===== src/hw/rtl/lru_frame_replacer_top_defines.svh =====
// ----------------------------------------------------------------------------
// lru_frame_replacer_top_defines
// Assertion macros shared by the frame replacer RTL. Each macro expects a
// clock named clk and an active-low reset named arst_n in the using scope.
// ----------------------------------------------------------------------------
`ifndef LRU_FRAME_REPLACER_TOP_DEFINES_SVH
`define LRU_FRAME_REPLACER_TOP_DEFINES_SVH

// Same-cycle implication, checked out of reset.
`define LFR_ASSERT_NOW(label, ante, cons, msg) \
	label: assert property (@(posedge clk) disable iff (!arst_n) (ante) |-> (cons)) \
		else $error(msg);

// Next-cycle implication, checked out of reset.
`define LFR_ASSERT_NEXT(label, ante, cons, msg) \
	label: assert property (@(posedge clk) disable iff (!arst_n) (ante) |=> (cons)) \
		else $error(msg);

`endif


===== src/hw/rtl/lfr_pkg.sv =====
`timescale 1ns / 1ps
// ----------------------------------------------------------------------------
// lfr_pkg
// Operation codes and beat payload types of the LRU frame replacer.
// ----------------------------------------------------------------------------
package lfr_pkg;

	localparam int FUNC_W  = 2;
	localparam int FRAME_W = 6;
	localparam int COUNT_W = 7;

	// Operation codes
	localparam logic [FUNC_W-1:0] FUNC_VICTIM = 2'd0;
	localparam logic [FUNC_W-1:0] FUNC_PIN    = 2'd1;
	localparam logic [FUNC_W-1:0] FUNC_UNPIN  = 2'd2;

	typedef struct packed {
		logic [FUNC_W-1:0]  func;
		logic [FRAME_W-1:0] frame_index;
	} lfr_req_t;

	typedef struct packed {
		logic               victim_found;
		logic [FRAME_W-1:0] victim_frame;
		logic [COUNT_W-1:0] tracked_count;
	} lfr_rsp_t;

endpackage


===== src/hw/rtl/lru_frame_replacer_top.sv =====
`timescale 1ns / 1ps
// ----------------------------------------------------------------------------
// lru_frame_replacer_top
// Least-recently-used replacer over the evictable buffer frames.
//
// Requests arrive as beats on in_valid/in_ready/in_data: victim, pin or unpin
// of one frame. Each request yields exactly one response beat on
// out_valid/out_ready/out_data carrying the victim result and the number of
// frames tracked afterwards.
// The recency order is a doubly linked list kept in one link memory (one
// read port, one masked write port). A request reads its frame's entry in the
// accept cycle, decodes in the next cycle while doing the first link write,
// then does each further link write in turn. The response is registered as
// the request finishes its link writes, and the next request is taken only
// after that; an unpin of an interior tracked frame takes the longest, set by
// four writes through the single write port.
// After reset the block clears the link memory, one entry per cycle, over
// all NUM_FRAMES entries (64 by default) with in_ready low.
// A response waits in an output register; the block holds its last step while
// that register is full and not taken, and takes a new request once the
// previous one has finished its writes.
// ----------------------------------------------------------------------------
`include "lru_frame_replacer_top_defines.svh"

module lru_frame_replacer_top
	import lfr_pkg::*;
#(
	parameter int NUM_FRAMES = 64
) (
	input  logic     clk,
	input  logic     arst_n,
	input  logic     in_valid,
	output logic     in_ready,
	input  lfr_req_t in_data,
	output logic     out_valid,
	input  logic     out_ready,
	output lfr_rsp_t out_data
);

	localparam int IW = $clog2(NUM_FRAMES);
	localparam int CW = $clog2(NUM_FRAMES + 1);

	// Sequencer codes
	localparam logic [1:0] S_CLR  = 2'd0;
	localparam logic [1:0] S_IDLE = 2'd1;
	localparam logic [1:0] S_DEC  = 2'd2;
	localparam logic [1:0] S_WR   = 2'd3;

	typedef struct packed {
		logic          flag;
		logic [IW-1:0] newer;
		logic [IW-1:0] older;
	} entry_t;

	typedef struct packed {
		logic [IW-1:0] addr;
		logic          we_flag;
		logic          we_newer;
		logic          we_older;
		entry_t        data;
	} wreq_t;

	logic [1:0]    state_q;
	logic [IW-1:0] clr_idx_q;
	logic [FUNC_W-1:0] func_s1;
	logic [IW-1:0] frame_s1;
	logic          inrange_s1;
	entry_t        rdata_s1;
	logic [IW-1:0] mr_q;
	logic [IW-1:0] lr_q;
	logic [CW-1:0] cnt_q;
	wreq_t         slot_q [3];
	logic [2:0]    pend_q;
	lfr_rsp_t      res_q;
	logic          out_valid_q;
	lfr_rsp_t      out_q;

	entry_t        mem [NUM_FRAMES];

	logic [IW+5:0] req_ext;
	logic [IW-1:0] req_idx;
	logic          req_inrange;
	logic          accept;
	logic [IW-1:0] rd_addr;
	logic          fin_ok;

	logic [IW-1:0] fx;
	logic          is_v, is_p, is_u;
	logic          do_unlink, do_push;
	logic          at_mr, at_lr;
	logic [IW-1:0] mr_a, lr_a, mr_b, lr_b;
	logic [CW-1:0] cnt_a, cnt_b;
	wreq_t         w0, w1, w2, w3;
	logic [2:0]    pend_n;
	lfr_rsp_t      res_n;
	logic [CW+6:0] cnt_wide;
	logic [IW+5:0] vf_wide;
	logic          dec_go;

	logic [1:0]    sel;
	logic [2:0]    sel_hot;
	logic          wr_last;
	logic          wr_go;
	wreq_t         wreq;
	logic          finish;
	lfr_rsp_t      fin_rsp;

	function automatic logic has_we(input wreq_t r);
		has_we = r.we_flag | r.we_newer | r.we_older;
	endfunction

	// Request decode at the input
	assign req_ext     = {{IW{1'b0}}, in_data.frame_index};
	assign req_idx     = req_ext[IW-1:0];
	assign req_inrange = req_ext < (IW + 6)'(NUM_FRAMES);
	assign in_ready    = (state_q == S_IDLE);
	assign accept      = in_valid & in_ready;
	assign rd_addr     = (in_data.func == FUNC_VICTIM) ? lr_q :
		(req_inrange ? req_idx : '0);
	assign fin_ok      = !out_valid_q || out_ready;

	// Decode one request from the entry read at accept
	always_comb begin
		is_v = (func_s1 == FUNC_VICTIM);
		is_p = (func_s1 == FUNC_PIN);
		is_u = (func_s1 == FUNC_UNPIN);
		fx   = is_v ? lr_q : frame_s1;
		do_unlink = (is_v && cnt_q != '0) ||
			((is_p || is_u) && inrange_s1 && rdata_s1.flag);
		do_push = is_u && inrange_s1;
		at_mr = (fx == mr_q);
		at_lr = (fx == lr_q);

		// unlink
		mr_a  = mr_q;
		lr_a  = lr_q;
		cnt_a = cnt_q;
		if (do_unlink) begin
			mr_a  = at_mr ? rdata_s1.older : mr_q;
			lr_a  = at_lr ? rdata_s1.newer : lr_q;
			cnt_a = cnt_q - 1'b1;
			if (cnt_a == '0) begin
				mr_a = '0;
				lr_a = '0;
			end
		end

		// push as most recent
		mr_b  = mr_a;
		lr_b  = lr_a;
		cnt_b = cnt_a;
		if (do_push) begin
			mr_b  = fx;
			lr_b  = (cnt_a == '0) ? fx : lr_a;
			cnt_b = cnt_a + 1'b1;
		end

		// link writes in list order
		w0 = '0;
		w0.addr       = rdata_s1.newer;
		w0.we_older   = do_unlink && !at_mr;
		w0.data.older = rdata_s1.older;

		w1 = '0;
		w1.addr       = rdata_s1.older;
		w1.we_newer   = do_unlink && !at_lr;
		w1.data.newer = rdata_s1.newer;

		w2 = '0;
		w2.addr       = mr_a;
		w2.we_newer   = do_push && (cnt_a != '0);
		w2.data.newer = fx;

		w3 = '0;
		w3.addr       = fx;
		w3.we_flag    = do_unlink || do_push;
		w3.we_newer   = do_push;
		w3.we_older   = do_push && (cnt_a != '0);
		w3.data.flag  = do_push;
		w3.data.newer = fx;
		w3.data.older = mr_a;

		pend_n = {has_we(w3), has_we(w2), has_we(w1)};

		cnt_wide = {7'b0, cnt_b};
		vf_wide  = {6'b0, fx};
		res_n.victim_found  = is_v && (cnt_q != '0);
		res_n.victim_frame  = res_n.victim_found ? vf_wide[5:0] : '0;
		res_n.tracked_count = cnt_wide[6:0];
	end

	assign dec_go = (state_q == S_DEC) && ((pend_n != '0) || fin_ok);

	// Pick the next pending slot write
	always_comb begin
		sel     = 2'd0;
		sel_hot = 3'b001;
		if (pend_q[0]) begin
			sel     = 2'd0;
			sel_hot = 3'b001;
		end else if (pend_q[1]) begin
			sel     = 2'd1;
			sel_hot = 3'b010;
		end else begin
			sel     = 2'd2;
			sel_hot = 3'b100;
		end
		wr_last = ((pend_q & ~sel_hot) == '0);
	end

	assign wr_go = (state_q == S_WR) && (!wr_last || fin_ok);

	// Write port select
	always_comb begin
		wreq = '0;
		case (state_q)
			S_CLR: begin
				wreq.addr     = clr_idx_q;
				wreq.we_flag  = 1'b1;
				wreq.we_newer = 1'b1;
				wreq.we_older = 1'b1;
			end
			S_DEC: begin
				if (dec_go) begin
					wreq = w0;
				end
			end
			S_WR: begin
				if (wr_go) begin
					wreq = slot_q[sel];
				end
			end
			default: begin
				wreq = '0;
			end
		endcase
	end

	assign finish  = (dec_go && pend_n == '0) || (wr_go && wr_last);
	assign fin_rsp = (state_q == S_DEC) ? res_n : res_q;

	// Link memory: masked write, registered read
	always_ff @(posedge clk) begin
		if (wreq.we_flag) begin
			mem[wreq.addr].flag <= wreq.data.flag;
		end
		if (wreq.we_newer) begin
			mem[wreq.addr].newer <= wreq.data.newer;
		end
		if (wreq.we_older) begin
			mem[wreq.addr].older <= wreq.data.older;
		end
		if (accept) begin
			rdata_s1 <= mem[rd_addr];
		end
	end

	// Capture request fields at accept, pending writes at decode and the response at finish
	always_ff @(posedge clk) begin
		if (accept) begin
			func_s1    <= in_data.func;
			frame_s1   <= req_idx;
			inrange_s1 <= req_inrange;
		end
		if (dec_go) begin
			slot_q[0] <= w1;
			slot_q[1] <= w2;
			slot_q[2] <= w3;
			res_q     <= res_n;
		end
		if (finish) begin
			out_q <= fin_rsp;
		end
	end

	// Sequencer and list registers
	always_ff @(posedge clk or negedge arst_n) begin
		if (!arst_n) begin
			state_q     <= S_CLR;
			clr_idx_q   <= '0;
			mr_q        <= '0;
			lr_q        <= '0;
			cnt_q       <= '0;
			pend_q      <= '0;
			out_valid_q <= 1'b0;
		end else begin
			case (state_q)
				S_CLR: begin
					if (clr_idx_q == IW'(NUM_FRAMES - 1)) begin
						state_q <= S_IDLE;
					end else begin
						clr_idx_q <= clr_idx_q + 1'b1;
					end
				end
				S_IDLE: begin
					if (accept) begin
						state_q <= S_DEC;
					end
				end
				S_DEC: begin
					if (dec_go) begin
						mr_q  <= mr_b;
						lr_q  <= lr_b;
						cnt_q <= cnt_b;
						if (pend_n == '0) begin
							state_q <= S_IDLE;
						end else begin
							pend_q  <= pend_n;
							state_q <= S_WR;
						end
					end
				end
				S_WR: begin
					if (wr_go) begin
						pend_q <= pend_q & ~sel_hot;
						if (wr_last) begin
							state_q <= S_IDLE;
						end
					end
				end
				default: begin
					state_q <= S_IDLE;
				end
			endcase

			// hold the response until taken
			if (finish) begin
				out_valid_q <= 1'b1;
			end else if (out_ready) begin
				out_valid_q <= 1'b0;
			end
		end
	end

	assign out_valid = out_valid_q;
	assign out_data  = out_q;

	// Checks
	`LFR_ASSERT_NOW(a_cnt_bound, 1'b1, cnt_q <= CW'(NUM_FRAMES), "tracked count above frame count")
	`LFR_ASSERT_NOW(a_empty_ends, cnt_q == '0, mr_q == '0 && lr_q == '0, "empty list with live ends")
	`LFR_ASSERT_NEXT(a_accept_dec, accept, state_q == S_DEC, "accepted beat not decoded next cycle")
	`LFR_ASSERT_NOW(a_pend_in_wr, state_q != S_WR, pend_q == '0, "pending writes outside write phase")

endmodule

===== config.mk =====
export PLATFORM = sky130hd
export DESIGN_NAME = lru_frame_replacer_top
export DESIGN_NICKNAME = d
export VERILOG_FILES = /design/src/hw/rtl/lfr_pkg.sv /design/src/hw/rtl/lru_frame_replacer_top.sv
export VERILOG_INCLUDE_DIRS = /design/src /design/src/hw/rtl
export SDC_FILE = /design/constraint.sdc
export NUM_CORES = 1
export LEC_CHECK = 0
export BUFFER_PORTS_ARGS = -buffer_cell sky130_fd_sc_hd__buf_4
export CAP_MARGIN = 20
export CORE_MARGIN = 8
export CORE_UTILIZATION = 28
export CTS_CLUSTER_DIAMETER = 150
export DETAILED_ROUTE_END_ITERATION = 7
export GPL_ROUTABILITY_DRIVEN = 0
export SLEW_MARGIN = 20
export SYNTH_ARGS = -nofsm -noshare
export SYNTH_HDL_FRONTEND = slang
export SYNTH_SLANG_ARGS = --single-unit
export TNS_END_PERCENT = 5

===== constraint.sdc =====
create_clock -name clk -period 4.9 [get_ports clk]
set_input_delay 0.98 -clock clk [delete_from_list [all_inputs] [get_ports clk]]
set_output_delay 0.98 -clock clk [all_outputs]
set_load 0.005 [all_outputs]

======== Word level (Yosys, flattened, before mapping) ========
Memory sizes are Yosys's and may differ from the RTL's. A register that Yosys moved wholly into a read port is not among the register bits.
Index checks and enable logic that the tools add are counted.
cells by class
  multiplexer cells ....................... 45
  reduce and logical (&&, ||, !) cells .... 38
  add/sub/neg operators ................... 3
  bitwise operators ....................... 6
  eq/ne operators ......................... 14
  $lt $le $gt $ge ......................... 1
operator list
  cell                   number
  $mux W6                13
  $mux W22               2
  $pmux W9 S3            1
  $pmux W13 S2           1
  $mux W2                8
  $mux W3                5
  $logic_not A7 Y1       2
  $mux W14               1
  $mux W7                2
  $reduce_bool A7 Y1     2
  $eq A6 B6 Y1           2
  $logic_and A1 B1 Y1    11
  $mux W1                10
  $ne A2 B2 Y1 const B   5
  $pmux W2 S4            1
  $add A7 B1 Y7 const B  1
  $logic_or A1 B1 Y1     7
  $lt A6 B7 Y1 const B   1
  $sub A7 B1 Y7 const B  1
  $add A6 B1 Y6 const B  1
  $eq A2 B2 Y1 const B   3
  $eq A6 B6 Y1 const B   1
  $logic_not A2 Y1       3
  $logic_not A3 Y1       2
  14 further kinds       21
storage, ports and cells
  memories ................................ 2
  bits in writable memories ............... 898
  output and inout bits ................... 16
  register bits ........................... 68
  input bits .............................. 12
memories
  memory  words  bits a word  rd ports  clocked after Yosys merged registers in  write ports  RTL line                      source
  mem     64     13           1         1                                        1            lru_frame_replacer_top.sv:78  entry_t mem [NUM_FRAMES];
  slot_q  3      22           1         0                                        3            lru_frame_replacer_top.sv:72  wreq_t slot_q [3];

======== Depth between registers and ports, before layout ========
  depth after elaboration ................. 16
  depth in mapped cells ................... 15
  mapped depth without buffers ............ 12

======== Worst setup path before layout ========
No wires, ideal clock.
  kind .................................... input -> register
  start ................................... in out_ready
  end ..................................... mem mem[0][0] (netlist name) (data pin)
  data required time ...................... 4,534 ps
  buffers on the path ..................... 3
  arrival ................................. 3,756 ps
  slack ................................... 777 ps
  library setup time ...................... 366 ps
  stages .................................. 8
  cell sequence ........................... nand2b_1 -> clkbuf_1 -> or3_1 -> o21ai_4 -> inv_2 -> buf_1 -> buf_2 -> a22o_1
RTL lines
  element          RTL line                      source
  start, declared  lru_frame_replacer_top.sv:36  input logic out_ready,
  end, declared    lru_frame_replacer_top.sv:78

======== Worst setup path after layout ========
  start ................................... reg state_q[0]
  end ..................................... mem mem[54][10] (netlist name), enable pin
between the ends
  longest elaborated chain between the ends .. 6
  elaborated cells on any way between the ends .. 10
  classes of those cells .................. eq/ne (2); mux (5); reduce/logical (3)
ends and longest elaborated chain
  element                        RTL line                                                      source
  start, declared                lru_frame_replacer_top.sv:63                                  logic [1:0] state_q;
  start signal, assigned         lru_frame_replacer_top.sv:279                                 state_q <= S_CLR;
  start signal, assigned         lru_frame_replacer_top.sv:290                                 state_q <= S_IDLE;
  start signal, assigned         lru_frame_replacer_top.sv:297                                 state_q <= S_DEC;
  $eq A2 B2 Y1                   lru_frame_replacer_top.sv:211, lru_frame_replacer_top.sv:216
  $logic_and A1 B1 Y1            lru_frame_replacer_top.sv:211                                 assign wr_go = (state_q == S_WR) && (!wr_last || fin_ok);
  $mux W22                       lru_frame_replacer_top.sv:229                                 if (wr_go) begin
  $pmux W9 S3 *                  lru_frame_replacer_top.sv:216                                 case (state_q)
  $mux W1                        lru_frame_replacer_top.sv:247                                 if (wreq.we_newer) begin
  $mux W1 (not written as such)  lru_frame_replacer_top.sv:248                                 mem[wreq.addr].newer <= wreq.data.newer;
Every way passes the cells marked *; elsewhere a longest branch is shown, timed or not.

==> results.txt <==
Entering global routing, the biggest net connects 209 pins. The tightest slew margin relative to the limit came out at 0.172. The final total negative setup slack is 0 ps. The total chip power is 22.4 mW. The final count of pins violating max slew is 0. In the final layout, the share of cells above drive strength 1 is 0.142. Registers take 28100 sq um.

Counting flops with a built-in enable in the synthesized netlist gives 909. The sequential cell area fraction in the yosys report came out at 0.708. The row count came out at 138. In the final routed layout, each cell accounts on average for 22.4 um.

The wire length reported by the detailed router is 107000 um. The worst clock skew came out at 24.7 ps. The number of register bits inferred by synthesis is 940. The root buffer cell chosen for the clock tree is clkbuf_16. The mean instance size in the synthesized netlist is 14.3 sq um. The number of detailed-routing iterations run before antenna repair is 6. The remaining global-route overflow is 0. The number of nets with antenna violations after detailed routing is 0. The async set or reset register ratio after synthesis is 0.0330. The power density normalized to cell area is 490 nW/um^2. The post-synthesis cell count came out at 2769.

The half-perimeter wire length of the detailed placement result came out at 66800 um. The cell that appears most often on the critical path is inv_1. The library cell used most frequently in the layout, excluding fill and tap cells, is edfxtp_1. The number of nets in the final layout is 2840. In the synthesized netlist the dominant register cell turns out to be edfxtp_1. In this design, the largest share of critical-path delay is due to simple AND/OR/NAND/NOR gates. The slew of the pin with the lowest slew margin came out at 1240 ps.

The largest incremental delay on the critical path came out at 700 ps. At the worst endpoint, the arrival time is 4740 ps. The overall die width is 392 um.

The maximum VDD drop came out at 0.338 mV. The critical path goes through inv_1 > ha_1 > inv_1 > a211oi_1 > or2_0 > nand3_1 > nor3_1 > buf_4. The placeable core area came out at 141000 sq um.

The count of yosys warnings during synthesis came out at 0. The least setup slack across all paths after layout is 526 ps. After clock tree synthesis, the clock-pin slew on the worst setup and hold paths is 60 ps.

The count of maximum capacitance violations came out at 0. The initial antenna violation count is 1. The met1 global-route usage is 0.183. The clock latency at the later pin of the worst-skew pair came out at 660 ps. The post-route clock period utilization came out at 0.893.

The run finished with clean final reports. The global routing met3 resource utilization came out at 0.0252. The count of pins on the block boundary is 28.

The remaining routing DRC violations is 0. The maximum fanout along the worst path is 12. TritonCTS created 92 clock buffers. In the layout the commonest cells are 909 x edfxtp_1, 181 x mux2i_1, 173 x a211oi_1. Before CTS, the worst setup slack after placement is 505 ps. After the first detailed-routing iteration, the DRC count stood at 2664. The die area is 154000 sq um. The setup path with the least slack is of type reg -> reg. The number of global-route vias before repair came out at 24300.

Dividing the detail-routed via count by the number of cells gives 5.20. Compared with the post-synthesis result, the final layout area differs by 15.3%. The die boundary height is 392 um.

The endpoint class of the critical path is a flop. The worst hold slack across all endpoints came out at 272 ps. STA classifies the critical path startpoint as a flop.

The number of nets in the synthesized netlist is 2793. The data required time of the worst path came out at 5260 ps. The sum of buffers and inverters on the critical path came out at 3.

The final critical path time including I/O delays and setup came out at 4370 ps. For met2 alone, demand over resource in global routing was 0.213. After global routing, the most crowded layer is met2. The number of buffers added on ports came out at 27. The buffer depth of the longest clock path came out at 3. The cell with the biggest individual delay on the critical path is nor3_1. The number of resized instances in the post-cts repair step is 0. Setup repair after global routing left no endpoint under its margin. The CTS tree is built. For this design, the sink count on the clock tree is 940.

The number of distinct library cell variants in the gate-level netlist after synthesis came out at 77. Buffers inserted to repair hold after CTS numbered 0. After synthesis the cells add up to 39600 sq um. Counting the fill cells in the layout gives 13700. The initial standard-cell utilization of the core came out at 0.281.

Post-CTS timing repair inserted 0 buffers for setup. In this run the worst hold path is classified as in -> async. The global-route usage over all layers is 0.135. Setup violations remaining at the end of the flow were counted as 0. The detailed-route via count came out at 24800.

The achievable frequency is 229 MHz. The H-tree was split into 3 levels. The global-route wire length before repair came out at 159000 um. The hold violation count in the final report is 0. The footprint of the multi-input gates came out at 10700 sq um. For this design the static power due to leakage is 15.3 nW.
[routing by layer]
metal / part of all wire / wire length [um]
met2: 0.46 / 49400
met3: 0.080 / 8540
met1: 0.42 / 45400
met5: 0 / 0
met4: 0.035 / 3700
[layout make-up]
type                       count  area share
antenna                        1   0.0000547
clock buffer                 115      0.0538
clock inverter                52      0.0103
inverter                      29     0.00238
multi-input combinational   1576       0.234
sequential                   940       0.614
tap                         1890      0.0517
timing repair buffer         177      0.0334
[cell usage after synthesis (all sizes together) (3+ instances only)]
library cell  instances  area share
a211o                 3     0.00066
a211oi              174       0.033
a21o                  8      0.0015
a21oi                16      0.0020
a222oi               52       0.013
a22o                  9      0.0020
a311o                26      0.0066
a31o                 29      0.0064
a31oi                60      0.0095
a32oi                 6      0.0013
a41oi                 3     0.00066
and2                  7      0.0011
and3                158       0.025
buf                  46      0.0059
clkbuf              178       0.017
dfrtp                31       0.020
edfxtp              909        0.69
ha                   12      0.0038
inv                  29      0.0027
mux2                 24      0.0068
mux2i               181       0.046
nand2               159       0.015
nand2b                5     0.00079
nand3               121       0.015
nand3b                5     0.00095
nand4                23      0.0036
nor2                138       0.013
nor3                110       0.015
nor3b                 5     0.00095
nor4                 60      0.0098
o211a                 4      0.0010
o211ai                6      0.0011
o21a                  9      0.0017
o21ai                83       0.011
o2bb2ai               7      0.0015
o31ai                 4     0.00076
or3                   8      0.0013
or3b                  3     0.00066
or4                   3     0.00057
or4b                  3     0.00076
xnor2                18      0.0040
xor2                  6      0.0013
[kinds of logic after synthesis]
family                   share of synthesized area
AO/OA/AOI/OAI                               0.0990
XOR/XNOR                                   0.00530
adder cells (fa/ha/maj)                    0.00404
buffers and inverters                       0.0255
flip-flops                                   0.708
multiplexers                                0.0525
AND/OR/NAND/NOR                              0.105
[through the flow]
step	instance area (sq um)	utilization	std cells
floorplan	39600	-	2769
CTS	45700	0.324	4779
finish	45700	0.324	4780
global route	45700	0.324	4779
global placement	42800	0.303	4612
detailed placement	42800	0.303	4612
[worst reg2reg max path: cells and delay by family, from the launching register on]
kind,cells,cell delay [ps]
AOI/OAI and AO/OA,1,690
adders and majority gates,1,530
and+or+nand+nor,3,1780
buffers and inverters,3,630
DFF,1,460
[registers in the layout, summed over array words and instances (netlist names), 7 cells and up]
name	count
slot_q	28
res_q	14
out_data	14
mem	832
cnt_q	7
rdata_s1	13
[where the power goes]
part / leakage (nW) / switching (mW) / total, mW / internal (mW)
Sequential: 8.79 / 0.331 / 10.3 / 9.93
Clock: 1.43 / 2.99 / 6.97 / 3.98
Combinational: 5.03 / 3.75 / 5.18 / 1.43
Total: 15.3 / 7.08 / 22.4 / 15.3
[worst paths after layout]
path                                    end  slack [ps]       start  depth (start not counted)
worst max register to register  mem[54][10]         530  state_q[0]                          8
worst max-delay path            mem[54][10]         530  state_q[0]                          8
max in group asynchronous           mr_q[4]        4300      arst_n                          1
worst min register to register    pend_q[2]         520   pend_q[2]                          2
min in group clk                  pend_q[2]         520   pend_q[2]                          2
worst min-delay path              out_valid         270      arst_n                          1
No activity file was read; power rests on OpenSTA's default activity.
